==> src/design/rpfsd_pkg.sv <==
// Package for the row packet frame store: constants, payload types and the dot decoder.
package rpfsd_pkg;

  // Frame geometry and packet layout.
  localparam int ROW_BYTES      = 16;
  localparam int FRAME_BYTES    = 1024;
  localparam int PACKET_BYTES   = 19;
  localparam int LAST_ROW_START = 1008;
  localparam int HEADER_BYTES   = 3;
  localparam int ROW_COUNT      = FRAME_BYTES / ROW_BYTES;
  localparam int LAST_ROW       = LAST_ROW_START / ROW_BYTES;
  localparam int COL_W          = $clog2(ROW_BYTES);
  localparam int ROW_IDX_W      = $clog2(ROW_COUNT);
  localparam int POS_W          = $clog2(PACKET_BYTES + 1);
  localparam int QUEUE_DEPTH    = 2;
  localparam int QPTR_W         = $clog2(QUEUE_DEPTH);
  localparam int QCNT_W         = $clog2(QUEUE_DEPTH + 1);

  // Framing bytes.
  localparam logic [7:0] START_BYTE  = 8'h59;
  localparam logic [7:0] SECOND_BYTE = 8'h32;
  localparam logic [7:0] ERASED_BYTE = 8'hFF;

  // Dither phase runs 0, 1, 2 and wraps.
  localparam logic [1:0] PHASE_LAST = 2'd2;

  // Input item modes.
  localparam logic [1:0] MODE_RX    = 2'd0;
  localparam logic [1:0] MODE_SCAN  = 2'd1;
  localparam logic [1:0] MODE_FRAME = 2'd2;

  typedef logic [ROW_BYTES-1:0][7:0] row_t;

  typedef struct packed {
    logic [1:0] mode;
    logic [7:0] rx_byte;
    logic [9:0] scan_index;
  } in_word_t;

  typedef struct packed {
    logic [3:0] dots;
    logic [5:0] pixel_x;
    logic [5:0] pixel_y;
    logic       linked;
    logic       row_done;
    logic [5:0] row_written;
  } out_word_t;

  // Work handed from the deframer to the execution side.
  typedef enum logic [1:0] {
    CMD_PLAIN,
    CMD_ROW,
    CMD_SCAN,
    CMD_FRAME
  } cmd_kind_t;

  typedef struct packed {
    cmd_kind_t             kind;
    logic                  linked;
    logic [ROW_IDX_W-1:0]  row;
    logic [9:0]            scan_index;
    row_t                  row_data;
  } cmd_t;

  typedef enum logic {
    BK_IDLE,
    BK_SCAN
  } back_state_t;

  // Four 2-bit grey pixels to dark dots under the current dither phase.
  function automatic logic [3:0] dots_of(input logic [7:0] v, input logic [1:0] phase);
    logic [3:0] d;
    logic       a;
    logic       b;
    d = '0;
    for (int i = 0; i < 4; i++) begin
      a = v[7 - 2 * i];
      b = v[6 - 2 * i];
      case ({a, b})
        2'b00:   d[i] = 1'b1;
        2'b10:   d[i] = (phase != 2'd0);
        2'b01:   d[i] = (phase == 2'd0);
        default: d[i] = 1'b0;
      endcase
    end
    return d;
  endfunction

endpackage

==> src/design/rpfsd_front.sv <==
// Deframer: hunts packets, stages pixel bytes and classifies every input word.
module rpfsd_front (
  input  logic               clk,
  input  logic               rst_n,
  input  logic               in_valid,
  output logic               in_ready,
  input  rpfsd_pkg::in_word_t in_data,
  output logic               push_valid,
  input  logic               push_ready,
  output rpfsd_pkg::cmd_t    push_data
);

  logic [rpfsd_pkg::POS_W-1:0] pos_r, pos_nxt;
  logic [7:0]                  held_r, held_nxt;
  rpfsd_pkg::row_t             staging_r, staging_nxt;
  logic                        link_r, link_nxt;
  logic                        accept;

  assign in_ready   = push_ready;
  assign push_valid = in_valid;
  assign accept     = in_valid && push_ready;

  always_comb begin
    logic [rpfsd_pkg::POS_W-1:0] pos_eff;
    logic [rpfsd_pkg::POS_W-1:0] pos_inc;
    logic [rpfsd_pkg::POS_W-1:0] col;
    pos_eff     = pos_r;
    pos_inc     = pos_r;
    col         = '0;
    pos_nxt     = pos_r;
    held_nxt    = held_r;
    staging_nxt = staging_r;
    link_nxt    = link_r;

    case (in_data.mode)
      rpfsd_pkg::MODE_SCAN:  push_data.kind = rpfsd_pkg::CMD_SCAN;
      rpfsd_pkg::MODE_FRAME: push_data.kind = rpfsd_pkg::CMD_FRAME;
      default:               push_data.kind = rpfsd_pkg::CMD_PLAIN;
    endcase

    if (in_data.mode == rpfsd_pkg::MODE_RX) begin
      // A wrong second byte restarts the hunt and is tried as a start byte.
      if (pos_r == rpfsd_pkg::POS_W'(1) && in_data.rx_byte != rpfsd_pkg::SECOND_BYTE) begin
        pos_eff = '0;
      end
      pos_nxt = pos_eff;
      if (!(pos_eff == '0 && in_data.rx_byte != rpfsd_pkg::START_BYTE)) begin
        col = pos_eff - rpfsd_pkg::POS_W'(rpfsd_pkg::HEADER_BYTES);
        if (pos_eff == rpfsd_pkg::POS_W'(2)) begin
          held_nxt = in_data.rx_byte;
        end else if (pos_eff >= rpfsd_pkg::POS_W'(rpfsd_pkg::HEADER_BYTES) &&
                     pos_eff < rpfsd_pkg::POS_W'(rpfsd_pkg::HEADER_BYTES +
                                                 rpfsd_pkg::ROW_BYTES)) begin
          staging_nxt[col[rpfsd_pkg::COL_W-1:0]] = in_data.rx_byte;
        end
        pos_inc = pos_eff + rpfsd_pkg::POS_W'(1);
        if (pos_inc == rpfsd_pkg::POS_W'(rpfsd_pkg::PACKET_BYTES)) begin
          pos_nxt        = '0;
          link_nxt       = 1'b1;
          push_data.kind = rpfsd_pkg::CMD_ROW;
        end else begin
          pos_nxt = pos_inc;
        end
      end
    end

    push_data.linked     = link_nxt;
    // A row whose start lies past the last row goes to row 0.
    push_data.row        = (held_r > 8'(rpfsd_pkg::LAST_ROW)) ?
                           '0 : held_r[rpfsd_pkg::ROW_IDX_W-1:0];
    push_data.scan_index = in_data.scan_index;
    push_data.row_data   = staging_nxt;
  end

  always_ff @(posedge clk) begin
    if (!rst_n) begin
      pos_r  <= '0;
      held_r <= '0;
      link_r <= 1'b0;
    end else if (accept) begin
      pos_r  <= pos_nxt;
      held_r <= held_nxt;
      link_r <= link_nxt;
    end
  end

  always_ff @(posedge clk) begin
    if (accept) begin
      staging_r <= staging_nxt;
    end
  end

endmodule

==> config.mk <==
export PLATFORM = sky130hd
export DESIGN_NAME = rpfsd_front
export DESIGN_NICKNAME = d
export VERILOG_FILES = /design/src/design/rpfsd_pkg.sv /design/src/design/rpfsd_front.sv
export SDC_FILE = /design/constraint.sdc
export NUM_CORES = 1
export LEC_CHECK = 0
export ABC_CLOCK_PERIOD_IN_PS = 4900
export BUFFER_PORTS_ARGS = -buffer_cell sky130_fd_sc_hd__buf_2
export CAP_MARGIN = 20
export CORE_MARGIN = 1.5
export CORE_UTILIZATION = 40
export DETAILED_ROUTE_END_ITERATION = 10
export SLEW_MARGIN = 20
export SYNTH_ARGS = -nofsm -noshare
export SYNTH_HDL_FRONTEND = slang
export SYNTH_SLANG_ARGS = --single-unit
==> constraint.sdc <==
create_clock -name clk -period 4.9 [get_ports clk]
set_input_delay 0.49 -clock clk [delete_from_list [all_inputs] [get_ports clk]]
set_output_delay 0.49 -clock clk [all_outputs]
set_load 0.03 [all_outputs]
Word-level counts from Yosys, hierarchy flattened. Cells that the tools add are included.

Output and inout port bits: 149. RAM bits: 0. Logic and storage cells: 62. Input bits: 24. Register bits after elaboration: 142. Memories: 0. Latch bits: 0. Memory bits (read-only): 0.

$add $sub $neg: 2. Magnitude comparators: 5. Bitwise logic cells: 1. Reduce and logical (&&, ||, !) cells: 9. Shifts and indexed selects: 0. Muxes and demuxes: 19. Eq/ne operators: 7. Div/mod/pow operators: 0. Multiply operators: 0.

Operators with widths (number): $mux W128 (4); $bwmux W128 (1); $demux W8 S4 (1); $mux W5 (4); $gt A8 B6 Y1 const B (1); $mux W8 (1); $ne A8 B6 Y1 const B (1); $ne A8 B7 Y1 const B (1); $mux W2 (3); $mux W6 (1); $add A5 B1 Y5 const B (1); $eq A5 B1 Y1 const B (1); $eq A5 B2 Y1 const B (1); $eq A5 B5 Y1 const B (1); $ge A5 B2 Y1 const B (1); $logic_and A1 B1 Y1 (5); $logic_not A5 Y1 (1); $lt A4 B5 Y1 const B (1); $lt A5 B5 Y1 const B (1); $ge A4 B1 Y1 const B (1); $pmux W2 S2 (1); $reduce_and A4 Y1 (1); $sub A4 B2 Y4 const B (1); $mux W1 (3); other kinds (5) (5).

Depth between registers and ports, before layout.
Depth after elaboration: 14. Gate-level depth with buffers: 13. Gate-level depth less buffers: 10.

Worst setup path after synthesis. No wires, ideal clock.

Kind: input to register. From: in push_ready. To: reg staging_r[0] in the netlist's numbering (enable). Library setup time: 0.502 ns. Path buffers: 0. Data required time: 4.398 ns. Slack: 0.975 ns. Arrival: 3.423 ns. Stages: 1. Cell sequence: and2_1.

Cells in the longest elaborated chain, start to end: 1.

RTL lines: start, declared (line rpfsd_front.sv:9) `input logic push_ready,`; $logic_and A1 B1 Y1 (line rpfsd_front.sv:21) `assign accept = in_valid && push_ready;`; end signal, assigned (line rpfsd_front.sv:89) `staging_r <= staging_nxt;`; end, declared (line rpfsd_front.sv:15) `rpfsd_pkg::row_t staging_r, staging_nxt;`.

No other way between the ends. A chain may end at the register's enable or synchronous reset.

==> flow_summary_export.csv <==
group,metric,value,unit
global_routing,grt_use_total,0.185,
detailed_routing,drtIter0Drc,241,
setup_path,max_stage_delay,0.52,ns
final_layout,filler_cell_count,1464,
detailed_routing,dr.pass1.iters,4,
sta,slew_headroom,0.574,
final_layout,final_cell_area,8280,um^2
pwr,p_leak,0.00321,uW
sta,finalSetupViolations,0,
placed_design,port-buffer-count,152,
final_layout,area_growth,19.8,%
cts,cts_tree,"built",
synthesis,synth-seq-cells,142,
floorplan,dieArea,18100,um^2
sta,rsz0062_at_grt,"false",
placed_design,placed_area,7700,um^2
sta,post-route-period-util,0.893,
global_routing,antenna_found_initial,0,
cts,clockRootBuffer,"clkbuf_16",
setup_path,cp.buffers_inverters,3,
placed_design,dp_hpwl,10800,um
setup_path,arrival,3.88,ns
cts,htree_levels,4,
setup_path,crit_top_cell,"buf_2",
detailed_routing,wire_per_inst,20.0,um
floorplan,placementRows,47,
setup_path,cp_max_fo,20,
synthesis,ys_warn_count,0,
worst_hold_path,holdCritPathClass,"in -> reg",
final_layout,stdcell_count,809,
pwr,powerDensity,345,nW/um^2
detailed_routing,drcViolationCount,0,
cts,cts.reportedPaths.clkPinSlew,0.06,ns
detailed_routing,vias,4200,
sta,finalCriticalPeriod,4.37,ns
pwr,peakVddDrop,0.000270,V
synthesis,syn_avg_cell_area,15.6,um^2
global_routing,grt_pass1_vias,4317,
sta,setup_tns,0,ns
run_status,status,"finished, final reports clean",
sta,hold_viol,0,
cts,clockBufferDepth,2,
synthesis,async_flop_share,0,
setup_path,required,4.41,ns
synthesis,syn-num-nets,474,
cts,postCtsSetupRepairBufs,0,
flow_run,maxCapViolations,0,
sta,max_freq,0.229,GHz
placed_design,place_inst,776,
floorplan,ioPinCount,173,
synthesis,synthCells,443,
floorplan,core_area,16800,um^2
setup_path,crit_family,"simple AND/OR/NAND/NOR gates",
setup_path,startpoint_type,"input pin",
setup_path,worst-setup-path-type,"in -> out",
setup_path,cp-end-kind,"primary output",
sta,fin_skew,0.0105,ns
detailed_routing,wirelength,16200,um
final_layout,drive_above_1_share,0.558,
cts,cts_resized,0,
floorplan,die_w,134,um
final_layout,nNetsFinal,606,
synthesis,ys_seq_area_frac,0.597,
placed_design,finalWeightedCongestion,0.813,
cts,clock_latency,0.42,ns
final_layout,final_util,0.494,
synthesis,netlist_area,6910,um^2
sta,tightest_slew,0.639,ns
global_routing,grt_max_degree,49,
cts,holdBufCountCts,0,
setup_path,worstPathCellList,"buf_2 -> or3b_2 -> nor4_1 -> o31ai_2 -> inv_1 -> ha_1 -> nor2b_1 -> a21oi_1 -> o21ai_4 -> nand2_1 -> mux2_2 -> buf_2",
global_routing,globalRouteOverflowTotal,0,
floorplan,initial_core_util,0.412,
floorplan,die_height,134,um
cts,numClockSinks,142,
synthesis,synth_cell_types,53,
synthesis,yosys_most_used_dff,"edfxtp_1",
detailed_routing,ant_nets,0,
synthesis,synth_edf_count,128,
detailed_routing,vias_per_cell,5.19,
sta,drv_slew,0,
cts,cts_buffers,17,
setup_path,worst_path_max_delay_cell,"or3b_2",
global_routing,grt_pass1_wl,25000,um
[tightest hold or removal path: stages]
cell and delay (ns):
buf_2 0.11, nand3_1 0.07, o41ai_1 0.06
[area by class of cell]
class,count,area (um^2),area share
Clock buffer,24,493,0.0595
Sequential cell,142,4120,0.498
Multi-Input combinational cell,250,2470,0.299
Antenna cell,1,2.50,0.000302
Tap cell,220,275,0.0332
Clock inverter,8,82.6,0.00997
Inverter,5,18.8,0.00227
Timing Repair Buffer,159,813,0.0982
[Yosys cell counts, types with 2 or more instances]
| cell type | instances | area share |
|---|---|---|
| and3_4 | 3 | 0.0049 |
| a21oi_1 | 5 | 0.0036 |
| nand2_1 | 9 | 0.0049 |
| a21oi_2 | 2 | 0.0025 |
| nand4b_1 | 3 | 0.0038 |
| and3_1 | 4 | 0.0036 |
| mux2_1 | 16 | 0.026 |
| mux2_4 | 24 | 0.052 |
| nand3_2 | 7 | 0.010 |
| clkbuf_1 | 20 | 0.011 |
| nor3_1 | 3 | 0.0022 |
| nand2b_1 | 2 | 0.0018 |
| edfxtp_1 | 128 | 0.56 |
| ha_1 | 7 | 0.013 |
| nand3_1 | 6 | 0.0043 |
| buf_4 | 13 | 0.014 |
| mux2_2 | 88 | 0.14 |
| nor2b_1 | 4 | 0.0036 |
| a31oi_1 | 2 | 0.0018 |
| or3_1 | 2 | 0.0018 |
| buf_1 | 3 | 0.0016 |
| or2_2 | 2 | 0.0018 |
| and2_1 | 11 | 0.010 |
| buf_12 | 4 | 0.012 |
| nor2_1 | 13 | 0.0071 |
| buf_2 | 5 | 0.0036 |
| o21ai_0 | 5 | 0.0036 |
| mux2i_1 | 8 | 0.012 |
| nand3_4 | 3 | 0.0076 |
| dfxtp_1 | 14 | 0.041 |
| inv_1 | 5 | 0.0027 |
[cell families after synthesis]
| family | Yosys count | share of synthesized area |
|---|---|---|
| XOR/XNOR | 1 | 0.00235 |
| AO/OA/AOI/OAI | 23 | 0.0243 |
| AND/OR/NAND/NOR | 83 | 0.0849 |
| adder cells (fa/ha/maj) | 7 | 0.0127 |
| buffers and inverters | 51 | 0.0462 |
| multiplexers | 136 | 0.233 |
| flip-flops | 142 | 0.597 |
[stage by stage]
stage	worst slack [ns]	power (uW)	hold slack (ns)
2_1_floorplan	0.975	1580	0.429
3_3_place_gp	0.704	1630	0.447
3_5_place_dp	0.555	1640	0.456
4_1_cts	0.539	2880	0.319
5_1_grt	0.300	2950	0.335
6_report	0.526	2850	0.343
[cells in the final DEF, fill, tap and decap left out, drive strengths merged, types with 2 or more instances in the layout]
cell / instances
nor2: 14
ha: 7
mux2: 128
nand3: 16
o21ai: 7
mux2i: 8
clkinv: 2
and2: 12
nand2: 9
or2: 2
nand2b: 2
inv: 6
edfxtp: 128
buf: 159
nor2b: 4
a21oi: 7
and3: 7
clkinvlp: 4
a31oi: 2
nor4b: 2
dfxtp: 14
nand4b: 3
clkbuf: 24
nor3: 3
or3: 2
[registers in the layout, summed over array words and instances, names as in the netlist]
name       flops
staging_r    128
held_r         8
pos_r          5
link_r         1
[layer usage]
| layer | GRT usage | routed length [um] | share of wire | vias to the layer above |
|---|---|---|---|---|
| li1 | - | - | - | 1924 |
| met1 | 0.234 | 7190 | 0.44 | 2107 |
| met2 | 0.293 | 7520 | 0.46 | 147 |
| met3 | 0.0649 | 1290 | 0.079 | 22 |
| met4 | 0.0669 | 201 | 0.012 | 0 |
| met5 | 0 | 0 | 0 | - |
[path summary, 6_finish.rpt]
kind / end / depth (start not counted) / slack [ns] / from
worst max-delay path: push_data[9] / 12 / 0.53 / in_data[17]
worst min-delay path: pos_r[1] / 3 / 0.34 / rst_n
worst max register to register: staging_r[107] / 9 / 1.39 / pos_r[2]
worst min register to register: link_r / 2 / 0.46 / link_r
[power breakdown]
part	switching, uW	internal (uW)	leakage (uW)
Clock	487	757	0.000268
Combinational	170	66.7	0.00163
Sequential	9.32	1360	0.00131
Note: power is estimated with default switching activity, not from simulation.
