`config.mk`:
```
export PLATFORM = sky130hd
export DESIGN_NAME = rpfsd_queue
export DESIGN_NICKNAME = d
export VERILOG_FILES = /design/src/design/rpfsd_pkg.sv /design/src/design/rpfsd_queue.sv
export SDC_FILE = /design/constraint.sdc
export NUM_CORES = 1
export LEC_CHECK = 0
export BUFFER_PORTS_ARGS = -buffer_cell sky130_fd_sc_hd__buf_2
export CORE_AREA = 3 3 152 154
export CTS_CLUSTER_DIAMETER = 30
export DETAILED_ROUTE_END_ITERATION = 12
export DIE_AREA = 0 0 155 157
export HOLD_SLACK_MARGIN = 0.06
export PLACE_DENSITY = 0.76
export SLEW_MARGIN = 20
export SYNTH_ARGS = -nofsm -noshare
export SYNTH_HDL_FRONTEND = slang
export SYNTH_SLANG_ARGS = --single-unit
```
`constraint.sdc`:
```
create_clock -name clk -period 10 [get_ports clk]
set_input_delay 0.5 -clock clk [delete_from_list [all_inputs] [get_ports clk]]
set_output_delay 0.5 -clock clk [all_outputs]
set_load 0.01 [all_outputs]
```
`src/design/rpfsd_pkg.sv`:
```
// Package for the row packet frame store: constants, payload types and the dot decoder.
package rpfsd_pkg;

  // Frame geometry and packet layout.
  localparam int ROW_BYTES      = 16;
  localparam int FRAME_BYTES    = 1024;
  localparam int PACKET_BYTES   = 19;
  localparam int LAST_ROW_START = 1008;
  localparam int HEADER_BYTES   = 3;
  localparam int ROW_COUNT      = FRAME_BYTES / ROW_BYTES;
  localparam int LAST_ROW       = LAST_ROW_START / ROW_BYTES;
  localparam int COL_W          = $clog2(ROW_BYTES);
  localparam int ROW_IDX_W      = $clog2(ROW_COUNT);
  localparam int POS_W          = $clog2(PACKET_BYTES + 1);
  localparam int QUEUE_DEPTH    = 2;
  localparam int QPTR_W         = $clog2(QUEUE_DEPTH);
  localparam int QCNT_W         = $clog2(QUEUE_DEPTH + 1);

  // Framing bytes.
  localparam logic [7:0] START_BYTE  = 8'h59;
  localparam logic [7:0] SECOND_BYTE = 8'h32;
  localparam logic [7:0] ERASED_BYTE = 8'hFF;

  // Dither phase runs 0, 1, 2 and wraps.
  localparam logic [1:0] PHASE_LAST = 2'd2;

  // Input item modes.
  localparam logic [1:0] MODE_RX    = 2'd0;
  localparam logic [1:0] MODE_SCAN  = 2'd1;
  localparam logic [1:0] MODE_FRAME = 2'd2;

  typedef logic [ROW_BYTES-1:0][7:0] row_t;

  typedef struct packed {
    logic [1:0] mode;
    logic [7:0] rx_byte;
    logic [9:0] scan_index;
  } in_word_t;

  typedef struct packed {
    logic [3:0] dots;
    logic [5:0] pixel_x;
    logic [5:0] pixel_y;
    logic       linked;
    logic       row_done;
    logic [5:0] row_written;
  } out_word_t;

  // Work handed from the deframer to the execution side.
  typedef enum logic [1:0] {
    CMD_PLAIN,
    CMD_ROW,
    CMD_SCAN,
    CMD_FRAME
  } cmd_kind_t;

  typedef struct packed {
    cmd_kind_t             kind;
    logic                  linked;
    logic [ROW_IDX_W-1:0]  row;
    logic [9:0]            scan_index;
    row_t                  row_data;
  } cmd_t;

  typedef enum logic {
    BK_IDLE,
    BK_SCAN
  } back_state_t;

  // Four 2-bit grey pixels to dark dots under the current dither phase.
  function automatic logic [3:0] dots_of(input logic [7:0] v, input logic [1:0] phase);
    logic [3:0] d;
    logic       a;
    logic       b;
    d = '0;
    for (int i = 0; i < 4; i++) begin
      a = v[7 - 2 * i];
      b = v[6 - 2 * i];
      case ({a, b})
        2'b00:   d[i] = 1'b1;
        2'b10:   d[i] = (phase != 2'd0);
        2'b01:   d[i] = (phase == 2'd0);
        default: d[i] = 1'b0;
      endcase
    end
    return d;
  endfunction

endpackage

```
`src/design/rpfsd_queue.sv`:
```
// Two-entry command queue between the deframer and the execution side.
module rpfsd_queue (
  input  logic            clk,
  input  logic            rst_n,
  input  logic            push_valid,
  output logic            push_ready,
  input  rpfsd_pkg::cmd_t push_data,
  output logic            pop_valid,
  input  logic            pop_ready,
  output rpfsd_pkg::cmd_t pop_data
);

  rpfsd_pkg::cmd_t              entries_r [rpfsd_pkg::QUEUE_DEPTH];
  logic [rpfsd_pkg::QPTR_W-1:0] wr_ptr_r, rd_ptr_r;
  logic [rpfsd_pkg::QCNT_W-1:0] count_r, count_nxt;
  logic                         do_push, do_pop;

  assign push_ready = (count_r != rpfsd_pkg::QCNT_W'(rpfsd_pkg::QUEUE_DEPTH));
  assign pop_valid  = (count_r != '0);
  assign pop_data   = entries_r[rd_ptr_r];
  assign do_push    = push_valid && push_ready;
  assign do_pop     = pop_valid && pop_ready;

  always_comb begin
    count_nxt = count_r;
    if (do_push && !do_pop) begin
      count_nxt = count_r + rpfsd_pkg::QCNT_W'(1);
    end else if (do_pop && !do_push) begin
      count_nxt = count_r - rpfsd_pkg::QCNT_W'(1);
    end
  end

  always_ff @(posedge clk) begin
    if (!rst_n) begin
      wr_ptr_r <= '0;
      rd_ptr_r <= '0;
      count_r  <= '0;
    end else begin
      count_r <= count_nxt;
      if (do_push) begin
        wr_ptr_r <= wr_ptr_r + rpfsd_pkg::QPTR_W'(1);
      end
      if (do_pop) begin
        rd_ptr_r <= rd_ptr_r + rpfsd_pkg::QPTR_W'(1);
      end
    end
  end

  always_ff @(posedge clk) begin
    if (do_push) begin
      entries_r[wr_ptr_r] <= push_data;
    end
  end

endmodule

```
# Yosys cells after proc, flatten, opt, wreduce, memory -nomap -nowiden
# Memory sizes are Yosys's and may differ from the RTL's. A register that Yosys moved wholly into a read port is not among the register bits.
# Cells that the tools add are included.
# classes
n_addsub	4
eq_ne	1
n_mux	6
reduce_logical	8
# ops
op	count
logical AND 1 bit	4
2-to-1 mux 1 bit	4
2-to-1 mux 2 bit	2
nonzero test 2 bit	2
adder 1 bit (second input constant)	2
adder 2 x 1 -> 2 bit (second input constant)	1
zero test 1 bit	2
inequality test 2 bit (second input constant)	1
subtractor 2 x 1 -> 2 bit (second input constant)	1
# totals
reg_bits	4
mem_bits_rw	294
output_inout_bits	149
n_memories	1
# mem_list
memory	depth	width	rd	rd_ports_with_merged_regs	write_ports	line_no	text
entries_r	2	147	1	1	1	rpfsd_queue.sv:13	rpfsd_pkg::cmd_t entries_r [rpfsd_pkg::QUEUE_DEPTH];

# Longest topological paths before layout
# Gate-level depths: netlist of the first run.
# depth
word_depth	6
depth_mapped	6

# Worst setup path before layout of the first run
# Ideal clock, no wire load.
# synth_timing
path_kind	reg-to-reg
start	reg count_r[0] in the netlist's numbering
end	mem entries_r[1][0] in the netlist's numbering, enable pin
setup_ns	0.525
arrival_time_ns	3.993
required_time_ns	9.475
path_slack_ns	5.482
path_stages_with_launch	3
synth_period_minus_slack_ns	4.518
cell_sequence	dfxtp_1 nand2b_4 and3_1
# synth_between
elab_chain_cells	4
# synth_lines
item	line_no	text
from (decl)	rpfsd_queue.sv:15	logic [rpfsd_pkg::QCNT_W-1:0] count_r, count_nxt;
from (signal assigned)	rpfsd_queue.sv:39	count_r <= count_nxt;
inequality test 2 bit	rpfsd_queue.sv:18	assign push_ready = (count_r != rpfsd_pkg::QCNT_W'(rpfsd_pkg::QUEUE_DEPTH));
net push_ready	rpfsd_queue.sv:6	output logic push_ready,
logical AND 1 bit	rpfsd_queue.sv:21	assign do_push = push_valid && push_ready;
2-to-1 mux 1 bit	rpfsd_queue.sv:50	if (do_push) begin
2-to-1 mux 1 bit (not written as such)	rpfsd_queue.sv:51	entries_r[wr_ptr_r] <= push_data;
to (decl)	rpfsd_queue.sv:13	
# The timed path passes the listed nets, and every way through them passes these cells.

==> flow_metrics.env, run 1 <==
export IMPL_status="finished clean"
export IMPL_cts_tree="built"
export IMPL_htreeDepth=2
export IMPL_hold_end="entries_r[1][138]"
export IMPL_ys_ff_latch=299
export IMPL_hp_start="push_data[138]"
export IMPL_reg2reg_slack_ns=7.34
export IMPL_detail_route_wirelength_um=21260
export IMPL_cts_hold_buf=0
export IMPL_grt_pass1_wl_um=32180
export IMPL_reg2reg_from="count_r[0]"
export IMPL_rows=54
export IMPL_clock_latency_ns=0.51
export IMPL_grt_max_degree=87
export IMPL_numCtsBuffers=48
export IMPL_drc=0
export IMPL_final_hold_violation_count=0
export IMPL_clock_path_buffers=3
export IMPL_setup_viol_count_final=0
export IMPL_numPortBuffers=299
export IMPL_hpwlAfterDp_um=13390
export IMPL_synthDistinctLibCells=21
export IMPL_wl_per_cell_um=18.68
export IMPL_fin_tns_setup_ns=0
export IMPL_syn_cell_area_mm2=0.01085
export IMPL_place_congestion=0.7211
export IMPL_async_flop_share_pct=0
export IMPL_first_iter_violations=317
export IMPL_yosysSeqAreaShare_pct=82.27
export IMPL_cp_data_arrival_time_ns=3.06
export IMPL_rsz0062_at_grt="no"
export IMPL_avgSynthCellArea_um2=22.56
export IMPL_ir_worst_vdd_v=0.0002248
export IMPL_hold_path_depth=1
export IMPL_drive_gt1_share_pct=61.68
export IMPL_cap_violations=0
export IMPL_yosys_top_cells_count="edfxtp_1 (294), mux2_2 (147), buf_4 (11)"
export IMPL_drt_pass1_iterations=4
export IMPL_reg2reg_to="entries_r[0][80]"
export IMPL_core_mm2=0.02182
export IMPL_start_util_pct=49.73
export IMPL_cts_root_buffer="clkbuf_16"
export IMPL_worstMarginPinSlew_ns=1.019
export IMPL_synth_top_cell_area_share_pct=81.35
export IMPL_die_h_um=157
export IMPL_grt_usage_pct=16.80
export IMPL_antenna_found_initial=3
export IMPL_finalPower_mw=4.008
export IMPL_reg2reg_depth=4
export IMPL_post_cts_buffers=0
export IMPL_ant_nets=0
export IMPL_syn_nets=633
export IMPL_hold_class="in2reg"
export IMPL_dieWidth_um=155
export IMPL_cellPowerDensity_mw_per_mm2=281.6
export IMPL_required_ns=9.50
export IMPL_first_global_vias=5987
export IMPL_vias_per_cell=4.953
export IMPL_ios=300
export IMPL_die_area_mm2=0.02434
export IMPL_worstSetupPathType="reg2out"
export IMPL_gr_total_overflow=0
export IMPL_fmax_ghz=0.2805
export IMPL_finClkSkew_ns=0.01453
export IMPL_cp_start_kind="register"
export IMPL_path_max_fanout=75
export IMPL_ctsResizeCount=0
export IMPL_fill_cells=1483
export IMPL_leakage_nw=5.362
export IMPL_synth_cells=481
export IMPL_fin_nets=970
export IMPL_dr_total_vias=5637
export IMPL_synth_edff_count=294
export IMPL_synth_top_cell_by_area="edfxtp_1"
export IMPL_syn2layout_area_growth_pct=31.13
export IMPL_ys_flop_type="edfxtp_1"
export IMPL_crit_path_end_kind="primary output"
export IMPL_ys_warnings_count=0
export IMPL_min_period_ns=3.565
export IMPL_clk_pin_slew_ns=0.05
export IMPL_yosysMostFrequentCell="edfxtp_1"
export IMPL_cts_sinks=299
export IMPL_period_share_pct=35.65
export IMPL_synthTopCellsByArea="edfxtp_1 (81%), mux2_2 (15%), dfxtp_1 (0.92%)"
export IMPL_slew_viol_final=0
export IMPL_slew_headroom_pct=32.08
sequential cells by signal, indices dropped and copies added, names as in the netlist, named ones only:
| signal | count |
|---|---|
| entries_r | 294 |
| count_r | 2 |
| rd_ptr_r | 1 |
| wr_ptr_r | 1 |
worst max path at each step:
stage	end	slack [ns]	depth (start not counted)
finish	pop_data[115]	6.44	3
floorplan	entries_r[1][0]	5.48	2
detailed placement	pop_data[106]	6.93	3
global route	pop_data[115]	6.24	3
global placement	pop_data[106]	6.91	3
CTS	pop_data[106]	6.38	3
area by class of cell:
cell class	instances	area, um2	share of cell area, %
inverter	1	8.758	0.06154
timing repair buffer	303	1526	10.73
clock inverter	28	321.6	2.260
sequential	299	8932	62.77
antenna	2	5.005	0.03517
tap	280	350.3	2.462
clock buffer	60	1287	9.047
multi-input combinational	165	1799	12.64
cell usage in the layout, fill, tap and decap left out, types with 2 or more instances in the layout:
cell type   instances
bufinv_16           7
clkinv_1            7
clkbuf_16          49
mux2_2            147
dfxtp_1             4
buf_2             299
xnor2_1             2
diode_2             2
clkbuf_8            2
clkbuf_1            9
edfxtp_1          294
clkinv_2            9
clkinv_4            2
and2_1              4
clkinvlp_4          3
buf_4               4
critical path, stage by stage (launching register included):
cell and delay (ns):
dfxtp_4 1.00, buf_4 0.85, mux2_2 0.43, buf_2 0.14
cells by family after synthesis:
family,synth area share (%)
AND/OR/NAND/NOR,0.5996
multiplexers,15.25
AO/OA/AOI/OAI,0.3228
flip-flops,82.27
adder cells (fa/ha/maj),0.1153
buffers and inverters,1.199
XOR/XNOR,0.2421
metal layers:
| layer | vias up | share of wire, % | track usage, % |
|---|---|---|---|
| li1 | 2611 | - | - |
| met1 | 2731 | 39 | 20.91 |
| met2 | 245 | 49 | 27.29 |
| met3 | 48 | 9.2 | 6.241 |
| met4 | 2 | 2.6 | 6.013 |
| met5 | - | 0.061 | 0 |
power breakdown:
| part | internal, mW | switching, mW | total (mW) |
|---|---|---|---|
| combinational | 0.362 | 0.388 | 0.750 |
| clock | 1.09 | 0.524 | 1.61 |
| sequential | 1.57 | 0.0773 | 1.65 |
stage by stage:
stage | hold WS (ns) | utilization, % | setup slack [ns] | instances | cell area (um2)
global route | 0.1512 | 65.21 | 6.239 | 1138 | 14230
floorplan | 0.5124 | - | 5.482 | 481 | 10850
finish | 0.1687 | 65.21 | 6.435 | 1138 | 14230
global placement | 0.5331 | 57.81 | 6.912 | 1048 | 12620
detailed placement | 0.5517 | 57.81 | 6.928 | 1048 | 12620
CTS | 0.1461 | 65.19 | 6.377 | 1136 | 14230
Note: power is estimated with default switching activity, not from simulation.
==> inputs of run 2 (changes only) <==
--- a/config.mk
+++ b/config.mk
@@ -6,12 +6,12 @@
 export NUM_CORES = 1
 export LEC_CHECK = 0
 export BUFFER_PORTS_ARGS = -buffer_cell sky130_fd_sc_hd__buf_2
-export CORE_AREA = 3 3 152 154
+export CORE_AREA = 3 3 156 158
 export CTS_CLUSTER_DIAMETER = 30
 export DETAILED_ROUTE_END_ITERATION = 12
-export DIE_AREA = 0 0 155 157
+export DIE_AREA = 0 0 159 161
 export HOLD_SLACK_MARGIN = 0.06
-export PLACE_DENSITY = 0.76
+export PLACE_DENSITY = 0.75
 export SLEW_MARGIN = 20
 export SYNTH_ARGS = -nofsm -noshare
 export SYNTH_HDL_FRONTEND = slang
==> constraint.sdc (replaced) <==
create_clock -name clk -period 3.2 [get_ports clk]
set_input_delay 0.16 -clock clk [delete_from_list [all_inputs] [get_ports clk]]
set_output_delay 0.16 -clock clk [all_outputs]
set_load 0.01 [all_outputs]
==> run 2 against run 1 <==
Effect of this change:
- largest cell class unchanged
- core utilization up 4.1 points
- critical path depth did not move
- sequential cell count is the same
- final cell count grew 17%
- critical endpoint is now pop_data[89]
- register-to-register slack worse by 6.0 ns
- hold slack got worse by 0.037 ns
- critical path type unchanged
- combinational power increased to 3.6 times the previous value
==> flow_metrics.env, run 2 (synthesis results as in run 1) <==
export IMPL_status="finished clean"
export IMPL_numPortBuffers=299
export IMPL_ios=300
export IMPL_grt_max_degree=77
export IMPL_cts_sinks=299
export IMPL_grt_pass1_wl_um=38190
export IMPL_regMostFlops="entries_r"
export IMPL_required_ns=3.04
export IMPL_grt_use_met1_pct=21.06
export IMPL_cts_root_buffer="clkbuf_16"
export IMPL_met2_usage_pct=34.64
export IMPL_fin_nets=1125
export IMPL_cap_violations=0
export IMPL_ant_nets=0
export IMPL_reg2reg_to="entries_r[1][88]"
export IMPL_grt_usage_pct=19.01
export IMPL_finalPower_mw=13.67
export IMPL_rows=56
export IMPL_grt_util_met3_pct=5.617
export IMPL_worstSetupPathType="reg2out"
export IMPL_place_congestion=0.7260
export IMPL_slew_viol_final=0
export IMPL_cp_start_kind="register"
export IMPL_min_period_ns=2.373
export IMPL_clock_path_buffers=3
export IMPL_final_hold_violation_count=0
export IMPL_final_cell_mix="buf_2 (299), edfxtp_1 (294), dlygate4sd3_1 (149)"
export IMPL_fin_ws_ns=0.8272
export IMPL_cp_data_arrival_time_ns=2.21
export IMPL_hold_class="in2reg"
export IMPL_reg2reg_slack_ns=1.33
export IMPL_detail_route_wirelength_um=24770
export IMPL_fmax_ghz=0.4214
export IMPL_dr_total_vias=6308
export IMPL_cellPowerDensity_mw_per_mm2=847.5
export IMPL_top_usage_layer="met2"
export IMPL_hpwlAfterDp_um=13160
export IMPL_reg2reg_from="count_r[0]"
export IMPL_path_max_fanout=74
export IMPL_fin_tns_setup_ns=0
export IMPL_place_area_mm2=0.01275
export IMPL_seqCellArea_mm2=0.008934
export IMPL_clock_latency_ns=0.54
export IMPL_finClkSkew_ns=0.01826
export IMPL_ir_worst_vdd_v=0.0005774
export IMPL_reg2reg_depth=3
export IMPL_first_global_vias=7022
export IMPL_wl_per_cell_um=18.57
export IMPL_largest_register_ffs=294
export IMPL_top_regs="entries_r (294), count_r (2)"
export IMPL_rsz0062_at_grt="no"
export IMPL_cts_tree="built"
export IMPL_start_util_pct=46.65
export IMPL_clk_pin_slew_ns=0.05
export IMPL_core_mm2=0.02326
export IMPL_stdcell_area_mm2=0.01613
export IMPL_dieWidth_um=159
export IMPL_drt_pass1_iterations=4
export IMPL_syn2layout_area_growth_pct=48.66
export IMPL_slew_headroom_pct=61.57
export IMPL_detailedPlace_worstSlack_ns=1.309
export IMPL_leakage_nw=6.130
export IMPL_period_share_pct=74.15
export IMPL_multi_input_area_mm2=0.001799
export IMPL_die_h_um=161
export IMPL_drive_gt1_share_pct=53.90
export IMPL_hold_path_depth=4
export IMPL_fin_hold_ws_ns=0.1317
export IMPL_crit_path_end_kind="primary output"
export IMPL_vias_per_cell=4.729
export IMPL_endpoint="pop_data[89]"
export IMPL_antenna_found_initial=2
export IMPL_numCtsBuffers=51
export IMPL_htreeDepth=2
export IMPL_gr_total_overflow=0
export IMPL_first_iter_violations=272
export IMPL_fill_cells=1473
export IMPL_drc=0
export IMPL_setup_viol_count_final=0
export IMPL_die_area_mm2=0.02560
export IMPL_worstMarginPinSlew_ns=0.5764
export IMPL_layout_commonest_cell="buf_2"
==> run 2: layout make-up <==
type                    instances  area share [%]
diodes                          2         0.03102
clock buffers                  56           8.026
clock inverters                37           3.668
inverters                       1         0.04653
multi-input cells             165           11.15
flip-flops and latches        299           55.37
well taps                     319           2.474
repair buffers                455           19.23
==> run 2: layer usage <==
metal,wire length (um),vias to the layer above
li1,-,2931
met1,9032,3077
met2,13370,239
met3,1594,61
met4,775,0
met5,0,-
==> run 2: worst min-delay path by stage <==
| stage | startpoint | slack, ns | endpoint |
|---|---|---|---|
| final | pop_ready | 0.13 | rd_ptr_r |
| after global routing | pop_ready | 0.15 | rd_ptr_r |
| after CTS | pop_ready | 0.10 | register |
| after detailed placement | push_data[42] | 0.35 | entries_r[1][42] |
| after global placement | push_data[1] | 0.35 | entries_r[0][1] |
| after floorplan | push_data[0] | 0.26 | entries_r[0][0] |
==> run 2: timing repair <==
action                    CTS  global route
gates resized for setup     0             0
hold endpoints to repair  299             0
hold buffers              149             0
setup buffers               0             0
==> run 2: worst max-delay path, stage by stage, from the launching register on <==
cell	delay [ns]
dfxtp_4	0.64
buf_12	0.39
mux2_2	0.41
buf_2	0.14
==> run 2: power breakdown <==
group / internal (mW) / switching (mW)
logic: 1.30 / 1.38
registers: 4.90 / 0.180
clock network: 4.07 / 1.85
total: 10.3 / 3.41
==> run 2: through the flow <==
| stage | utilization [%] | instances |
|---|---|---|
| floorplan | - | 481 |
| global placement | 54.81 | 1090 |
| detailed placement | 54.81 | 1090 |
| CTS | 69.34 | 1332 |
| global route | 69.36 | 1334 |
| finish | 69.36 | 1334 |
